## src/hw/rtl/bhlw_ram.sv

```systemverilog
`default_nettype none
// Simple dual-port RAM with registered read.
module bhlw_ram #(
  parameter int WIDTH = 8,
  parameter int DEPTH = 16,
  parameter int AW = (DEPTH > 1) ? $clog2(DEPTH) : 1
) (
  input  wire logic             clk,
  input  wire logic             we,
  input  wire logic [AW-1:0]    waddr,
  input  wire logic [WIDTH-1:0] wdata,
  input  wire logic             re,
  input  wire logic [AW-1:0]    raddr,
  output logic      [WIDTH-1:0] rdata
);

  logic [WIDTH-1:0] mem [DEPTH];

  always_ff @(posedge clk) begin
    if (we) begin
      mem[waddr] <= wdata;
    end
    if (re) begin
      rdata <= mem[raddr];
    end
  end

endmodule
`default_nettype wire

```

## config.mk

```make
export PLATFORM = sky130hd
export DESIGN_NAME = bhlw_ram
export DESIGN_NICKNAME = d
export VERILOG_FILES = /design/src/hw/rtl/bhlw_ram.sv
export SDC_FILE = /design/constraint.sdc
export NUM_CORES = 1
export LEC_CHECK = 0
export BUFFER_PORTS_ARGS = -buffer_cell sky130_fd_sc_hd__buf_2
export CAP_MARGIN = 20
export CORE_ASPECT_RATIO = 1.5
export CORE_UTILIZATION = 60
export DETAILED_ROUTE_END_ITERATION = 8
export PLACE_DENSITY = 0.78
export SYNTH_ARGS = -nofsm -noshare
export SYNTH_HDL_FRONTEND = slang
export SYNTH_SLANG_ARGS = --single-unit
```

## constraint.sdc

```tcl
create_clock -name clk -period 2 [get_ports clk]
set_input_delay 0.2 -clock clk [delete_from_list [all_inputs] [get_ports clk]]
set_output_delay 0.2 -clock clk [all_outputs]
set_load 0.02 [all_outputs]
```

; ---- After elaboration in Yosys (flattened, before gate mapping)
; Memory sizes are Yosys's and may differ from the RTL's. A register that Yosys moved wholly into a read port is not among the register bits.
; Cells that the tools add are included.
[word_totals]
out_inout_bits = 8
ramBits = 128
in_bits = 19
mem_count = 1
reg_bits = 0
wordCells = 3
[mem_list]
columns = name, depth, width, rd, rd_ports_with_merged_regs, write_ports, line
row1 = mem, 16, 8, 1, 1, 1, 17  ; logic [WIDTH-1:0] mem [DEPTH];
[op_classes]
muxes = 2
[op_table]
columns = operator, n
row1 = $mux W1, 2

; ---- Depth between registers and ports, before layout
; Gate-level depths: netlist of run 1.
[logic_depth]
depth_word = 2
ltp_mapped = 5

; ---- Worst setup path after synthesis of run 1
; Ideal clock, no wire load.
[synth_timing]
path_kind = input -> register
from = input port waddr[2]
to = memory mem[0][0] (enable)
arrival_time_ps = 1310
setup_time_ps = 383
setup_slack_ps = 307
cell_stages = 2
path_buffers = 0
path_cell_list = or3b_2 -> nor3_1
[synth_lines]
columns = element, line
row1 = start: declaration, 10  ; input wire logic [AW-1:0] waddr,
row2 = end: declaration, 17
; No word-level cell before the write port.

==> summary.txt, run 1 <==
======================================================================================
Vert. Die Dim                                                              116 microns
Wirelength, routed                                                        9430 microns
Clock latency reported for the late side of the worst-skew pair                0.41 ns
Count of pins on the block boundary                                                 27
Area of all placed cells without fillers                                    6120 sq um
Reg2Reg Setup Slack                                                            0.56 ns
Number of global-route vias before repair                                         2571
Routed vias                                                                       2479
Setup violation total in the final timing report                                     0
Period utilization                                                               71.9%
Count of final max-slew check failures                                               0
Layout cells sized above 1                                                       30.9%
Maximum clock rate                                                             695 MHz
HPWL after detailed placement                                             6100 microns
Type of element launching the critical path                                       flop
RR Startpoint                                                                mem[1][0]
Worst slew slack as a fraction of its limit                                      60.0%
Final worst path period need                                                   1.44 ns
Most frequent cells in the layout                                         136 x edfxtp_1, 26 x buf_2, 18 x mux4_2, 18 x buf_4, 17 x clkbuf_16
Relative contribution of combinational cells to total power                       4.9%
Worst setup EP type                                                               flop
Critical Path Start                                                          mem[1][0]
Effective utilization at floorplan                                               62.1%
Critical Path AT                                                               1.60 ns
Max VDD drop                                                                  0.750 mV
Violation count after the first detailed-route iteration                           299
Standard cell area after detailed placement                                 5600 sq um
Final antenna-violating net count                                                    0
Placeable core area                                                         8410 sq um
Wire length of the first global-routing pass                              14600 microns
Flip-flop and latch count after synthesis                                          136
Switch Pwr                                                                     1270 uW
Htree depth                                                                          4
Cell-internal power                                                            5020 uW
Switching power share of the total                                               20.2%
Fraction of met1 tracks used by global routing                                   29.5%
Weighted congestion reported at the end of routability-driven placement          0.718
Worst reg2reg path endpoint                                                   rdata[0]
CTS tree                                                                          done
Fill cell total of the finished layout                                             493
Final Hold Fails                                                                     0
Total leakage power                                                         0.00209 uW
Via count normalized by instance count                                            6.12
Initial antenna violation count                                                      0
Hold/Removal Path Class                                                      in -> reg
Synth Instances                                                                    229
Aggregate global-route resource usage                                            23.8%
Netlist Area Pre-Place                                                      5230 sq um
Depth of the worst register-to-register path                                         3
Outcome                                                                   finished clean
Reported max-cap violation count                                                     0
Part of the power in registers                                                   51.3%
Master cell of the clock root buffer                                         clkbuf_16
Number of inserted diodes                                                            0
Post CTS Setup Buffer Count                                                          0
Number of buffers added on ports                                                    26
Sequential element share of the synthesized area                                 78.1%
TritonCTS sink count                                                               136
Clock Skew                                                                  0.00585 ns
Commonest non-fill, non-tap cell in the layout                                edfxtp_1
Max Buffers Root-to-Sink                                                             2
Largest net degree at the start of global routing                                   25
Ratio of total power to cell area                                         1030 nW/um^2
Total Neg Setup Slack                                                             0 ns
DRC viols                                                                            0
Setup repair after global routing missed its margin                              false
Synthesized Nets                                                                   248
Global Route met3 Usage                                                          6.88%
Highest net fanout along the worst path                                              1
Warnings from Yosys                                                                  0
Relative contribution of the clock network to total power                        43.8%
Per-instance average area after synthesis                                   22.8 sq um
Worst setup path category                                                   reg -> reg
Data required time at the worst endpoint                                       2.17 ns
Capturing instance or port of the critical path                               rdata[0]
Number of clock buffers inserted by TritonCTS                                       17
First drt pass iteration count                                                       4
Total grt overflow                                                                   0
Number of unique standard cell types used by synthesis                              18
CTS clk-pin slew, worst paths                                                  0.06 ns
CTS-repair resized insts                                                             0
Most Used Layer, Global Route                                                     met2
Global routing usage on met2                                                     39.5%
Wire length per cell after detailed routing                               23.3 microns
Number of core rows                                                                 41
Total Nets Final                                                                   304
Die Span X                                                                78.2 microns
Hold-fix buffer count after cts                                                      0
Area delta synth->final                                                          17.1%
Area enclosed by the die boundary                                           9100 sq um
Worst Tran Pin Value                                                          0.598 ns
======================================================================================
## worst max-delay path: stages (launching register included)
cell	delay [ns]
edfxtp_1	0.35
mux4_1	0.52
a22oi_1	0.24
nand2_1	0.08
## power groups by stage
stage / Combinational (uW) / Clock [uW] / Sequential, uW
3_5_place_dp: 308 / 0 / 3290
5_1_grt: 329 / 2920 / 3230
3_3_place_gp: 299 / 0 / 3280
2_1_floorplan: 162 / 0 / 3300
4_1_cts: 311 / 2800 / 3230
6_report: 305 / 2760 / 3230
## cell families after synthesis
kind of cell    share of synthesized area (%)
compound gates                           2.30
buf+inv                                  1.65
flops                                    78.1
mux                                      14.8
simple gates                             3.14
## synthesized netlist by cell type (all sizes together)
| library cell | count | area, sq um |
|---|---|---|
| mux4 | 32 | 773 |
| and2b | 1 | 7.51 |
| nand3 | 1 | 5.00 |
| a22oi | 16 | 120 |
| and2 | 1 | 6.26 |
| nor2b | 1 | 6.26 |
| nand2 | 9 | 33.8 |
| buf | 7 | 56.3 |
| edfxtp | 136 | 4080 |
| nand2b | 2 | 12.5 |
| nor3 | 4 | 20.0 |
| clkdlybuf4s25 | 3 | 30.0 |
| nand3b | 2 | 15.0 |
| or3b | 1 | 8.76 |
| nor2 | 13 | 48.8 |
## final cells by class
type / instances / area [sq um] / share of cell area [%]
Clock inverter: 11 / 82.6 / 1.35
Clock buffer: 21 / 440 / 7.19
Sequential cell: 136 / 4080 / 66.7
Multi-Input combinational cell: 83 / 1060 / 17.3
Tap cell: 107 / 134 / 2.19
Timing Repair Buffer: 47 / 325 / 5.31
## worst min-delay path by stage
stage / startpoint / to / cells after the start
after detailed placement: re / rdata[3] / 1
after floorplan: wdata[0] / mem[0][0] / 0
after global placement: wdata[6] / mem[5][6] / 1
after global routing: re / rdata[3] / 1
final: re / rdata[3] / 1
after CTS: re / rdata[3] / 1
## state kept, by name, indices dropped and copies added (netlist names)
name,cells
rdata,8
mem,128
## per-stage QoR
stage / hold slack, ns / std cells / setup WS [ns] / util [%] / total power, uW
floorplan: 0.299 / 229 / 0.307 / - / 3460
global placement: 0.579 / 373 / 0.284 / 66.6 / 3580
detailed placement: 0.585 / 373 / 0.270 / 66.6 / 3600
CTS: 0.149 / 405 / 0.542 / 72.8 / 6340
global route: 0.154 / 405 / 0.490 / 72.8 / 6490
finish: 0.159 / 405 / 0.562 / 72.8 / 6290
## metal layers
layer,part of all wire [%],up-vias
li1,-,1093
met1,38,1266
met2,54,102
met3,5.2,18
met4,1.9,0
met5,0,-
No activity file was read; power rests on OpenSTA's default activity.
==> run 2: changes to the inputs <==
- CORE_UTILIZATION: 60 -> 54
- PLACE_DENSITY: 0.78 -> 0.74
- clock period: 2 -> 1.25 ns (I/O delays scaled with it)
==> run 2 against run 1 <==
Total power grew 75%. Wire length grew 4.1%. Cell area grew 3.6%. The run now ends with setup timing left. Register-to-register slack lost 0.75 ns. Non-clock buffer count grew 8. Hold slack lost 0.085 ns. First-iteration DRC count shrank 20%. Clock skew grew 0.0020 ns. Worst setup slack lost 0.75 ns. Via count grew 0.69%.
==> summary.txt, run 2 (synthesized netlist as in run 1, its figures left out) <==
======================================================================================
Number of inserted diodes                                                            0
Placeable core area                                                         9310 sq um
Layout cells sized above 1                                                       41.8%
Wire length of the first global-routing pass                              15000 microns
Number of core rows                                                                 43
Maximum clock rate                                                             695 MHz
Violation count after the first detailed-route iteration                           238
Initial antenna violation count                                                      0
Count of final max-slew check failures                                               0
Total Neg Setup Slack                                                         -1.29 ns
Outcome                                                                   finished with violations
Cell-internal power                                                            8900 uW
Clock latency reported for the late side of the worst-skew pair                0.41 ns
Failing checks                                                            setup timing
Slack of the critical path                                                   -0.189 ns
Final worst path period need                                                   1.44 ns
Vert. Die Dim                                                              123 microns
Ratio of total power to cell area                                         1740 nW/um^2
Final Hold Fails                                                                     0
Switch Pwr                                                                     2110 uW
Routed met2 length                                                        5430 microns
Final antenna-violating net count                                                    0
Wire length per cell after detailed routing                               23.5 microns
Max Buffers Root-to-Sink                                                             2
Area enclosed by the die boundary                                          10100 sq um
Worst Tran Pin Value                                                          0.889 ns
Worst setup path category                                                   reg -> reg
Highest net fanout along the worst path                                              1
Routed vias                                                                       2496
Commonest non-fill, non-tap cell in the layout                                edfxtp_1
Worst slew slack as a fraction of its limit                                      40.6%
Total Nets Final                                                                   312
Met3 WL                                                                    502 microns
Max VDD drop                                                                   1.62 mV
TritonCTS sink count                                                               136
CTS tree                                                                          done
Largest net degree at the start of global routing                                   17
Largest stage delay, worst path                                                0.51 ns
Master cell of the clock root buffer                                         clkbuf_16
Wirelength, routed                                                        9810 microns
Via count normalized by instance count                                            5.97
Worst setup EP type                                                               flop
Data required time at the worst endpoint                                       1.41 ns
DRC viols                                                                            0
CTS clk-pin slew, worst paths                                                  0.06 ns
Part of the power in registers                                                   47.0%
Clock Skew                                                                  0.00789 ns
HPWL after detailed placement                                             6450 microns
Aggregate global-route resource usage                                            22.9%
Switching power share of the total                                               19.2%
Top Registers                                                             mem: 128 flops, rdata: 8 flops
First drt pass iteration count                                                       4
Effective utilization at floorplan                                               56.2%
Period utilization                                                                115%
Area delta synth->final                                                          21.3%
Highest metal layer with signal wires                                             met4
Relative contribution of the clock network to total power                        48.1%
Max FFs per register                                                               128
Htree depth                                                                          4
Critical Path AT                                                               1.60 ns
Type of element launching the critical path                                       flop
Number of global-route vias before repair                                         2646
Die Span X                                                                82.3 microns
Slowest CP cell                                                                 mux4_2
Post CTS Setup Buffer Count                                                          0
Setup repair after global routing missed its margin                               true
Total leakage power                                                         0.00215 uW
Total grt overflow                                                                   0
Number of clock buffers inserted by TritonCTS                                       17
Fill cell total of the finished layout                                             567
Reported max-cap violation count                                                     0
Final standard cell utilization of the core                                      68.1%
Biggest register                                                                   mem
Critical path buffers and inverters                                                  0
Relative contribution of combinational cells to total power                       4.9%
Series of cell instances along the critical path                          mux4_2 -> a22oi_2 -> nand2_1
Number of buffers added on ports                                                    26
Met1 layer wirelength in the final routing                                3720 microns
Hold-fix buffer count after cts                                                      0
Hold/Removal Path Class                                                      in -> reg
Weighted congestion reported at the end of routability-driven placement          0.842
Cell type group with the largest total delay on the critical path         multiplexers
Count of pins on the block boundary                                                 27
Most frequent cells in the layout                                         136 x edfxtp_1, 31 x mux4_2, 26 x buf_2
Setup violation total in the final timing report                                     8
======================================================================================
[run 2: cell count changes in the layout (fill, tap and decap cells not counted), moves of 4 or more]
cell,previous run,this run
a22oi_1,16,12
a22oi_2,0,4
buf_4,18,23
bufinv_16,1,5
mux4_1,14,1
mux4_2,18,31
[run 2: routing by layer]
metal | track usage, % | vias up
met5 | 0 | -
met3 | 6.10 | 13
met4 | 11.0 | 0
met1 | 27.5 | 1291
met2 | 37.9 | 96
li1 | - | 1096
[run 2: stage by stage]
step | worst slack [ns] | area (sq um) | total power [uW] | hold slack (ns) | std cells
floorplan | -0.0940 | 5260 | 5570 | 0.224 | 229
detailed placement | -0.379 | 5700 | 5790 | 0.498 | 386
global route | -0.249 | 6340 | 11300 | 0.0688 | 418
finish | -0.189 | 6340 | 11000 | 0.0749 | 418
CTS | -0.218 | 6340 | 11100 | 0.0628 | 418
global placement | -0.371 | 5700 | 5770 | 0.496 | 386
[run 2: what timing repair did]
action | CTS | global route
endpoints found under the hold margin | 0 | 0
gates resized for setup | 7 | 0
setup endpoints to repair | 8 | 8
pin swaps | 3 | 0
[run 2: cell type report]
cell class,instances,area (sq um),area share [%]
Clock buffer,18,429,6.77
Clock inverter,14,205,3.24
Multi-Input combinational cell,83,1060,16.7
Sequential cell,136,4080,64.4
Tap cell,112,140,2.21
Timing Repair Buffer,55,423,6.67
[run 2: worst paths after layout]
kind | cells past startpoint | end | start | slack (ns)
worst max-delay path | 3 | rdata[7] | mem[2][7] | -0.19
worst min-delay path | 1 | rdata[4] | re | 0.07
worst max register to register | 3 | rdata[7] | mem[2][7] | -0.19
worst min register to register | 3 | rdata[6] | mem[14][6] | 0.73
[run 2: worst reg2reg max path, stage by stage, from the launching register on]
cell and delay, ns:
edfxtp_1 0.41, mux4_2 0.51, a22oi_2 0.18, nand2_1 0.09
[run 2: power by group through the flow]
stage	registers (uW)	logic, uW	clock network, uW
final	5170	541	5300
after floorplan	5280	285	0
after global routing	5180	587	5540
after detailed placement	5260	534	0
after CTS	5170	551	5360
after global placement	5250	518	0
